File: config.mk
export PLATFORM = sky130hd
export DESIGN_NAME = gac_dpad
export DESIGN_NICKNAME = d
export VERILOG_FILES = /design/src/design/gac_pkg.sv /design/src/design/gac_dpad.sv
export SDC_FILE = /design/constraint.sdc
export NUM_CORES = 1
export LEC_CHECK = 0
export BUFFER_PORTS_ARGS = -buffer_cell sky130_fd_sc_hd__buf_2
export CELL_PAD_IN_SITES_DETAIL_PLACEMENT = 1
export CELL_PAD_IN_SITES_GLOBAL_PLACEMENT = 1
export CORE_MARGIN = 10
export CORE_UTILIZATION = 32
export DETAILED_ROUTE_END_ITERATION = 12
export GPL_TIMING_DRIVEN = 0
export PLACE_DENSITY = 0.81
export SLEW_MARGIN = 20
export SYNTH_ARGS = -nofsm -noshare
export SYNTH_HDL_FRONTEND = slang
export SYNTH_SLANG_ARGS = --single-unit
File: constraint.sdc
create_clock -name vclk -period 3.71
set_input_delay 0.1855 -clock vclk [all_inputs]
set_output_delay 0.1855 -clock vclk [all_outputs]
set_load 0.01 [all_outputs]
File: src/design/gac_pkg.sv
// shared types, register codes and constants for the gamepad axis conditioner
package gac_pkg;

  localparam int AXIS_W = 16;
  localparam int DPAD_W = 4;
  localparam int CFG_IDX_W = 3;
  localparam int CFG_DATA_W = 16;
  localparam int IN_DATA_W = 104;
  localparam int OUT_DATA_W = 104;

  // d-pad bit positions
  localparam int DPAD_UP = 0;
  localparam int DPAD_DOWN = 1;
  localparam int DPAD_LEFT = 2;
  localparam int DPAD_RIGHT = 3;

  // centered mode mask bit positions
  localparam int GRP_LS = 0;
  localparam int GRP_RS = 1;
  localparam int GRP_LT = 2;
  localparam int GRP_RT = 3;

  localparam logic [AXIS_W-1:0] DZ_RESET = 16'd10000;
  localparam logic [3:0] CENTERED_RESET = 4'd3;
  localparam logic signed [AXIS_W-1:0] REMAP_OFFSET = 16'sd16384;
  localparam logic [14:0] TAN_22_5_Q16 = 15'd27146;
  // 16384 squared, radius at which the stick starts to press d-pad bits
  localparam logic [32:0] DPAD_RADIUS_SQ = 33'd268435456;

  // stick positions driven by the d-pad
  localparam logic signed [AXIS_W-1:0] DIAG_POS = 16'sd23169;
  localparam logic signed [AXIS_W-1:0] DIAG_NEG = -16'sd23170;
  localparam logic signed [AXIS_W-1:0] FULL_POS = 16'sd32767;
  localparam logic signed [AXIS_W-1:0] FULL_NEG = 16'sh8000;

  typedef enum logic [CFG_IDX_W-1:0] {
    REG_LS_DZ     = 3'd0,
    REG_RS_DZ     = 3'd1,
    REG_LT_DZ     = 3'd2,
    REG_RT_DZ     = 3'd3,
    REG_CENTERED  = 3'd4,
    REG_A2D_EN    = 3'd5,
    REG_D2A_EN    = 3'd6,
    REG_REL_CLEAR = 3'd7
  } gac_reg_t;

  typedef struct packed {
    logic [AXIS_W-1:0] ls_dz;
    logic [AXIS_W-1:0] rs_dz;
    logic [AXIS_W-1:0] lt_dz;
    logic [AXIS_W-1:0] rt_dz;
    logic [3:0]        centered;
    logic              a2d_en;
    logic              d2a_en;
    logic              rel_clear;
  } gac_cfg_t;

  typedef struct packed {
    logic a2d_en;
    logic d2a_en;
    logic rel_clear;
    logic radius_hit;
  } gac_dpad_ctl_t;

endpackage

File: src/design/gac_dpad.sv
// analog to d-pad sector decode and d-pad to stick mapping
module gac_dpad (
  input  gac_pkg::gac_dpad_ctl_t ctl,
  input  logic [3:0]             dpad_i,
  input  logic signed [15:0]     x_i,
  input  logic signed [15:0]     y_i,
  input  logic [30:0]            ax_i,
  input  logic [30:0]            ay_i,
  output logic [3:0]             dpad_o,
  output logic signed [15:0]     x_o,
  output logic signed [15:0]     y_o
);
  import gac_pkg::*;

  logic signed [16:0] pos_x;
  logic signed [16:0] neg_x;
  logic signed [16:0] pos_y;
  logic signed [16:0] neg_y;
  logic signed [32:0] ax_s;
  logic signed [32:0] ay_s;
  logic [3:0]         sector;
  logic [3:0]         dpad_all;
  logic               up;
  logic               down;
  logic               left;
  logic               right;

  // screen y points down, so up is negative y
  assign pos_x = {x_i[15], x_i};
  assign neg_x = -pos_x;
  assign neg_y = {y_i[15], y_i};
  assign pos_y = -neg_y;
  assign ax_s  = $signed({2'b00, ax_i});
  assign ay_s  = $signed({2'b00, ay_i});

  // 135 degree sectors, diagonals press two bits
  always_comb begin
    sector             = '0;
    sector[DPAD_UP]    = $signed({pos_y, 16'h0000}) > ax_s;
    sector[DPAD_DOWN]  = $signed({neg_y, 16'h0000}) > ax_s;
    sector[DPAD_LEFT]  = $signed({neg_x, 16'h0000}) > ay_s;
    sector[DPAD_RIGHT] = $signed({pos_x, 16'h0000}) > ay_s;
  end

  assign dpad_all = dpad_i | ((ctl.a2d_en && ctl.radius_hit) ? sector : 4'b0000);
  assign dpad_o   = dpad_all;

  assign up    = dpad_all[DPAD_UP];
  assign down  = dpad_all[DPAD_DOWN];
  assign left  = dpad_all[DPAD_LEFT];
  assign right = dpad_all[DPAD_RIGHT];

  // priority: diagonals first, then right, up, left, down
  always_comb begin
    x_o = x_i;
    y_o = y_i;
    if (ctl.d2a_en) begin
      if (up && right) begin
        x_o = DIAG_POS;
        y_o = DIAG_NEG;
      end else if (up && left) begin
        x_o = DIAG_NEG;
        y_o = DIAG_NEG;
      end else if (down && left) begin
        x_o = DIAG_NEG;
        y_o = DIAG_POS;
      end else if (down && right) begin
        x_o = DIAG_POS;
        y_o = DIAG_POS;
      end else if (right) begin
        x_o = FULL_POS;
        y_o = '0;
      end else if (up) begin
        x_o = '0;
        y_o = FULL_NEG;
      end else if (left) begin
        x_o = FULL_NEG;
        y_o = '0;
      end else if (down) begin
        x_o = '0;
        y_o = FULL_POS;
      end else if (ctl.rel_clear) begin
        x_o = '0;
        y_o = '0;
      end
    end
  end

endmodule

==> results of run 1 <==
logic make-up (layout without fill, tap and decap cells):
kind of cell / count (synthesis) / count (layout) / synth area share, %
AO/OA/AOI/OAI: 100 / 101 / 27.2
XOR/XNOR: 25 / 25 / 8.63
adder cells (fa/ha/maj): 60 / 60 / 29.6
buffers and inverters: 55 / 219 / 8.58
multiplexers: 2 / 3 / 1.04
AND/OR/NAND/NOR: 111 / 111 / 25.0
layout by cell type (no fill, tap or decap), drive strengths merged, types with 8 or more instances in the layout:
cell and instances:
xor2 9, xnor2 16, nor4 12, inv 52, a211oi 8, o21ai 24, a21o 22, nand4 10
buf 166, nand2 20, nor2 23, nor3 14, ha 60, a21oi 21
layer usage:
layer  vias up  track usage, %  share of wire, %
li1       1642               -                 -
met1      1607            20.8                38
met4         0            2.73               3.0
met2       151            34.5                50
met5         -               0                 0
met3        37            4.48               8.3
critical path: cells and delay by family:
family                     cells  cell delay [ns]
AOI/OAI and AO/OA              5             0.69
xor gates and xnor gates       1             0.16
adders and majority gates      1             0.19
buffers and inverters          4             0.46
muxes                          1             0.20
and+or+nand+nor                6             1.94
final cells by class:
class	count	area (um2)	share of cell area, %
Multi-Input combinational cell	300	2570	65.7
Buffer	2	15.0	0.384
Timing Repair Buffer	165	1000	25.6
Tap cell	102	128	3.27
Inverter	52	195	4.99
per-stage QoR:
stage          utilization, %  setup slack, ns  total power, W  hold slack [ns]  instance area [um2]
6_report                 50.6           -0.316        0.000514            0.692                 3910
5_1_grt                  50.6           -0.504        0.000563            0.723                 3910
4_1_cts                  48.8           -0.365        0.000480            0.692                 3770
3_5_place_dp             43.4           -0.586        0.000416            0.735                 3350
3_3_place_gp             43.4           -0.481        0.000399            0.731                 3350
2_1_floorplan               -            0.144        0.000234            0.498                 2540
report_power, final:
| group | switching (W) | internal [W] | leakage [nW] |
|---|---|---|---|
| Clock | 0 | 0 | 0 |
| Sequential | 0 | 0 | 0 |
| Combinational | 0.000279 | 0.000235 | 2.06 |
worst min path at each step:
| stage | depth (start not counted) | to | start | slack [ns] |
|---|---|---|---|---|
| after CTS | 3 | y_o[5] | y_i[5] | 0.69 |
| after detailed placement | 3 | y_o[5] | y_i[5] | 0.74 |
| after floorplan | 2 | x_o[13] | x_i[13] | 0.50 |
| after global placement | 3 | y_o[5] | y_i[5] | 0.73 |
| after global routing | 3 | y_o[3] | y_i[3] | 0.72 |
| final | 3 | y_o[3] | y_i[3] | 0.69 |
what timing repair did:
action                                 CTS  global route
setup endpoints to repair               32            34
setup buffers                           22            11
pin swaps                               26            15
cloned                                   3             0
gates resized for setup                 46            26
endpoints found under the hold margin    0             0
==> impl_metrics.toml, run 1 <==
[die]
die_h_um = 109
die_w_um = 109
core_mm2 = 0.00773
core.rowCount = 32
start_util_pct = 32.8
io_pins = 138
die_area_mm2 = 0.0119

[power_and_ir_drop]
pwr_per_cell_area_mw_per_mm2 = 131
vdd_drop_max_mv = 0.0653
static-leakage-power_nw = 2.06

[flow_run]
cap_viol_max_count = 0

[global_routing]
first_global_vias = 3760
globalRoute.totalOverflow = 0
number_of_antenna_violations_at_the_first_check_in_global_routing = 0
wire_length_of_the_first_global_routing_pass_um = 18300
grt_use_total_pct = 18.4
maximum_number_of_pins_on_one_net_before_global_route_repair = 11

[cells_and_area]
seqCellArea_um2 = 0
numSequentialCells = 0
cell_count_final_fillers_out = 621
fillCellCount = 994
design.final.nets = 683
antenna_diode_count = 0
drive_gt1_share_pct = 40.3
final.clkbuf_count = 0
areaGrowthSynthToFinish_pct = 54.0

[logic_synthesis]
synth-seq-area-share_pct = 0
synth_commonest_cells = "ha_1 (60), inv_1 (51), nor2_1 (23), a21o_1 (22)"
syn-cell-area_mm2 = 0.00254
syn-instance-count = 353
synth.yosys.warnings = 0
synthMostInstantiatedCell = "ha_1"
synth.top_cells.by_area = "ha_1 (30%), inv_1 (7.5%), a21o_1 (6.5%)"
synth_top_area_share_pct = 29.6
post_synth_num_cell_types = 56
synthesis.nets = 515
syn_area_per_cell_um2 = 7.19
synth.largest_area_cell = "ha_1"

[hold_path]
min_path_type = "in -> out"

[timing]
report.final.slew_viol_count = 0
layout_setup_ws_ns = -0.316
fin_crit_ns = 4.03
timing.max_slew.rel_slack_pct = 26.7
timing.fmax_mhz = 248
timing.final.crit_share_pct = 109
totalNegativeSetupSlack_ns = -8.63
tightestPinTransition_ns = 1.09
hold_viol = 0
setup_repair_after_global_routing_missed_its_margin = "yes"
setup_violations = 32

[cts]
cts.hold.buffers_added = 0

[placement]
placedCellCount = 592
gp_routability_congestion = 0.932
place.port_buffers = 137
dpl.hpwl_um = 9190

[detailed_routing]
dr_total_vias = 3437
remaining_drc_errors = 0
routed_wire_length_per_instance_um = 19.9
first_pass_iters = 4
postRouteAntennaNets = 0
drtIter0Drc = 141
total_wirelength_of_the_detailed_routed_design_um = 12300
via_per_instance_ratio = 5.53

[critical_path]
worst_setup_path_start_kind = "input pin"
worst_ep_required_time_ns = 3.52
critical_path_peak_fanout = 5
crit_path_top_delay_cell = "or4_4"
worst_ep_arrival_time_ns = 3.84
cp-end-kind = "output port"
worstSetupPathType = "in -> out"
worst_setup_path_endpoint = "y_o[5]"
cp_cell_sequence = "buf_8, or4_4, nor4_4, nand2_2, or3_4, xor2_2, ha_2, a211o_1, o211ai_1, a21oi_1, or3_4, o22ai_4, buf_6, buf_6, and3_4, mux2_4, a21o_1, buf_4"
timing.critical_path.slowest_cell_delay_ns = 0.55
cp-startpoint = "y_i[4]"

[run_status]
status = "finished, violations left"
violated_checks = "setup timing"
No activity file was read; power rests on OpenSTA's default activity.
==> run 2: changes to the inputs <==
==> constraint.sdc (replaced) <==
create_clock -name vclk -period 4.6
set_input_delay 0.23 -clock vclk [all_inputs]
set_output_delay 0.23 -clock vclk [all_outputs]
set_load 0.01 [all_outputs]
==> run 2 against run 1 <==
Against the previous run: the flow now finishes without violations; global-route usage down 2.4 points; sequential cell count stayed put; non-clock buffer count decreased by 27; design area fell by 14%; largest power group unchanged; hold slack improved by 0.13 ns; routed wire length is 17% lower; clock-buffer cell count stayed put; final cell count fell by 4.7%; core utilization is 7.1 points lower; total power down 35%; first-iteration DRC count decreased by 27%; setup slack better by 0.61 ns.
==> impl_metrics.toml, run 2 (synthesis gave the netlist of run 1 again) <==
[run_status]
status = "finished clean"

[detailed_routing]
postRouteAntennaNets = 0
met3RoutedLength_um = 838
via_per_instance_ratio = 5.35
total_wirelength_of_the_detailed_routed_design_um = 10200
drtIter0Drc = 103
met1Wirelength_um = 4220
first_pass_iters = 4
dr_total_vias = 3167
detailroute.wirelength.met2_um = 5010
topRoutingLayerUsed = "met4"
routed_wire_length_per_instance_um = 17.2
remaining_drc_errors = 0

[timing]
report.final.slew_viol_count = 0
setup_repair_after_global_routing_missed_its_margin = "no"
tightestPinTransition_ns = 0.867
fin_crit_ns = 4.30
timing.max_slew.rel_slack_pct = 41.8
timing.final.crit_share_pct = 93.6
totalNegativeSetupSlack_ns = 0
setup_violations = 0
timing.fmax_mhz = 232
hold_ws_ns = 0.821
hold_viol = 0

[global_routing]
maximum_number_of_pins_on_one_net_before_global_route_repair = 11
first_global_vias = 3462
number_of_antenna_violations_at_the_first_check_in_global_routing = 0
globalRoute.totalOverflow = 0
wire_length_of_the_first_global_routing_pass_um = 16000
grt_use_total_pct = 16.0

[power_and_ir_drop]
internal_power_w = 0.000147
vdd_drop_max_mv = 0.0543
switchingPower_w = 0.000188
static-leakage-power_nw = 1.83
power.switching_fraction_pct = 56.1
logic_pwr_share_pct = 100.0
pwr_per_cell_area_mw_per_mm2 = 99.7
sequential_share_of_power_pct = 0
pwr-share-clk_pct = 0

[critical_path]
cp-end-kind = "output port"
worstSetupPathType = "in -> out"
critical_path_peak_fanout = 10
worst_ep_required_time_ns = 4.37
worst_ep_arrival_time_ns = 4.07
worst_setup_path_start_kind = "input pin"

[die]
die_w_um = 109
core.rowCount = 32
die_h_um = 109
die_area_mm2 = 0.0119
start_util_pct = 32.8
io_pins = 138
core_mm2 = 0.00773

[cts]
post_cts.repair.setup_buffers = 0
cts.hold.buffers_added = 0

[cells_and_area]
drive_gt1_share_pct = 31.4
antenna_diode_count = 0
seqCellArea_um2 = 0
final.clkbuf_count = 0
areaGrowthSynthToFinish_pct = 32.3
commonest_non_fill_non_tap_cells_in_the_layout = "buf_2 (137), ha_1 (60), inv_1 (51)"
final_common_cell = "buf_2"
design.final.nets = 654
numSequentialCells = 0
fillCellCount = 1040

[flow_run]
cap_viol_max_count = 0

[hold_path]
min_path_type = "in -> out"

[placement]
gp_routability_congestion = 0.932
place.port_buffers = 137
dpl.hpwl_um = 9190
## run 2: cell types whose count changed in the layout (fill, tap and decap cells not counted), moves of 3 or more
| cell | delta |
|---|---|
| buf_6 | -19 |
| nor2_1 | +3 |
| nand2_1 | +4 |
| nor3_1 | +3 |
| nor3_2 | -3 |
| buf_2 | +11 |
| buf_4 | -18 |
## run 2: layout make-up
class	count	area, um2	share of cell area, %
Inverter	52	195	5.81
Multi-Input combinational cell	298	2330	69.3
Buffer	3	22.5	0.671
Timing Repair Buffer	137	686	20.4
Tap cell	102	128	3.80
## run 2: final timing paths
check     end  startpoint  slack [ns]  cells past startpoint
max    y_o[6]      y_i[5]        0.30                     17
min    y_o[5]      y_i[5]        0.82                      3
## run 2: repair_timing
item	CTS	global route
resized for setup	0	1
hold endpoints to repair	0	0
setup endpoints to repair	0	25
## run 2: per-stage QoR
step                      setup slack (ns)  area (um2)  power, W  std cells  utilization, %
after floorplan                      0.945        2540  0.000189        353               -
after global placement               0.320        3350  0.000322        592            43.4
after detailed placement             0.215        3350  0.000335        592            43.4
after CTS                            0.217        3350  0.000338        592            43.4
after global routing                0.0251        3360  0.000377        592            43.4
final                                0.296        3360  0.000335        592            43.4
## run 2: power by group through the flow
stage               sequential, W  clock (W)  combinational [W]
floorplan                       0          0           0.000189
global placement                0          0           0.000322
detailed placement              0          0           0.000335
CTS                             0          0           0.000338
global route                    0          0           0.000377
finish                          0          0           0.000335
## run 2: worst max-delay path, stage by stage
cell,delay (ns)
buf_2,0.13
or4_4,0.58
nor4_4,0.28
nand2_1,0.15
or3_1,0.34
xor2_1,0.16
ha_1,0.29
nand4_1,0.08
nor2_1,0.15
nor4bb_1,0.36
nor3_2,0.08
o22ai_2,0.30
inv_2,0.09
o31ai_4,0.36
buf_4,0.24
a21o_1,0.13
buf_2,0.12
## run 2: per-layer routing
layer,vias up,global-route usage [%]
li1,1578,-
met1,1479,18.2
met2,102,30.0
met3,8,4.07
met4,0,1.79
met5,-,0
==> run 3: changes to the inputs <==
--- a/config.mk
+++ b/config.mk
@@ -12,7 +12,7 @@
 export CORE_UTILIZATION = 32
 export DETAILED_ROUTE_END_ITERATION = 12
 export GPL_TIMING_DRIVEN = 0
-export PLACE_DENSITY = 0.81
+export PLACE_DENSITY_LB_ADDON = 0.3
 export SLEW_MARGIN = 20
 export SYNTH_ARGS = -nofsm -noshare
 export SYNTH_HDL_FRONTEND = slang
==> run 3 against run 2 <==
Against the previous run: via count down 1.8%; total power shrank 0.77%; sequential share of layout area stayed put; critical path depth unchanged.
==> impl_metrics.toml, run 3 (synthesis gave the netlist of run 1 again) <==
[detailed_routing]
remaining_drc_errors = 0
dr_total_vias = 3111
routed_wire_length_per_instance_um = 16.8
drtIter0Drc = 49
via_per_instance_ratio = 5.26
total_wirelength_of_the_detailed_routed_design_um = 9940
first_pass_iters = 4
postRouteAntennaNets = 0

[critical_path]
worst_ep_arrival_time_ns = 4.09
cp-end-kind = "output port"
worst_ep_required_time_ns = 4.37
worstSetupPathType = "in -> out"
worst_setup_path_start_kind = "input pin"
critical_path_peak_fanout = 10

[power_and_ir_drop]
internal_power_w = 0.000147
pwr_per_cell_area_mw_per_mm2 = 98.7
switchingPower_w = 0.000185
sequential_share_of_power_pct = 0
power.switching_fraction_pct = 55.7
logic_pwr_share_pct = 100.0
static-leakage-power_nw = 1.83
pwr-share-clk_pct = 0
vdd_drop_max_mv = 0.0371

[die]
die_h_um = 109
die_area_mm2 = 0.0119
core.rowCount = 32
die_w_um = 109
io_pins = 138
core_mm2 = 0.00773
start_util_pct = 32.8

[hold_path]
hold_path_end = "y_o[5]"
hold_start = "y_i[5]"
min_path_type = "in -> out"
timing.hold.worst_path_depth = 3

[cells_and_area]
areaGrowthSynthToFinish_pct = 32.5
final.clkbuf_count = 0
design.final.nets = 654
final_common_cell = "buf_2"
seqCellArea_um2 = 0
drive_gt1_share_pct = 31.6
layout.cell_area.non_filler_mm2 = 0.00336
commonest_non_fill_non_tap_cells_in_the_layout = "buf_2 (137), ha_1 (60), inv_1 (51)"
antenna_diode_count = 0
numSequentialCells = 0

[placement]
gp_routability_congestion = 0.874
place_worst_setup_slack_ns = 0.234
place.port_buffers = 137
dpl.hpwl_um = 9000
dpl-instance-area_mm2 = 0.00335

[timing]
timing.final.crit_share_pct = 94.0
setup_violations = 0
report.final.slew_viol_count = 0
hold_viol = 0
tightestPinTransition_ns = 0.992
fin_crit_ns = 4.32
timing.max_slew.rel_slack_pct = 33.5
setup_repair_after_global_routing_missed_its_margin = "no"
totalNegativeSetupSlack_ns = 0
timing.fmax_mhz = 231
layout_setup_ws_ns = 0.275

[flow_run]
cap_viol_max_count = 0

[global_routing]
number_of_antenna_violations_at_the_first_check_in_global_routing = 0
wire_length_of_the_first_global_routing_pass_um = 15800
first_global_vias = 3384
grt_use_total_pct = 15.8
maximum_number_of_pins_on_one_net_before_global_route_repair = 11
globalRoute.totalOverflow = 0

[run_status]
status = "finished clean"

[cts]
cts.hold.buffers_added = 0
run 3: metal layers:
| layer | vias to the layer above | global-route usage [%] | wire [um] | part of all wire [%] |
|---|---|---|---|---|
| met2 | 81 | 29.2 | 4970 | 50 |
| met3 | 4 | 3.48 | 681 | 6.9 |
| met5 | - | 0 | 0 | 0 |
| li1 | 1573 | - | - | - |
| met1 | 1453 | 18.8 | 4230 | 43 |
| met4 | 0 | 0.942 | 57 | 0.57 |
run 3: stage by stage:
stage	hold slack [ns]	power (W)	utilization [%]	std cells
final	0.817	0.000332	43.5	592
after global routing	0.851	0.000377	43.5	592
after CTS	0.820	0.000336	43.4	592
after detailed placement	0.818	0.000334	43.4	592
after global placement	0.818	0.000323	43.4	592
after floorplan	0.587	0.000189	-	353
run 3: worst max path at each step:
stage	startpoint	to	slack, ns	cells past startpoint
2_1_floorplan	y_i[5]	y_o[10]	0.95	15
3_3_place_gp	y_i[5]	y_o[5]	0.32	17
3_5_place_dp	y_i[5]	y_o[12]	0.23	17
4_1_cts	y_i[5]	y_o[12]	0.22	17
5_1_grt	y_i[5]	y_o[7]	0.005	17
6_report	y_i[5]	y_o[12]	0.28	17
run 3: repair_timing:
| item | CTS | global route |
|---|---|---|
| setup buffers | 0 | 0 |
| endpoints found under the setup margin | 0 | 19 |
| gates resized for setup | 0 | 2 |
run 3: worst max-delay path, cell delays in order:
cell,delay (ns)
buf_2,0.13
or4_4,0.58
nor4_4,0.29
nand2_1,0.18
or3_1,0.35
xor2_1,0.15
ha_1,0.30
nand4_1,0.08
nor2_1,0.16
nor4bb_2,0.34
nor3_2,0.07
o22ai_2,0.29
inv_2,0.09
o31ai_4,0.37
buf_4,0.24
a21o_1,0.13
buf_2,0.12
run 3: cell type report:
class / count / area, um2
multi-input cells: 298 / 2330
inverters: 52 / 195
plain buffers: 3 / 22.5
repair buffers: 137 / 686
fillers: 1044 / 4360
well taps: 102 / 128
run 3: power by group through the flow:
stage                     logic [W]  registers, W  clock network, W
after global routing       0.000377             0                 0
after floorplan            0.000189             0                 0
after detailed placement   0.000334             0                 0
after CTS                  0.000336             0                 0
final                      0.000332             0                 0
after global placement     0.000323             0                 0
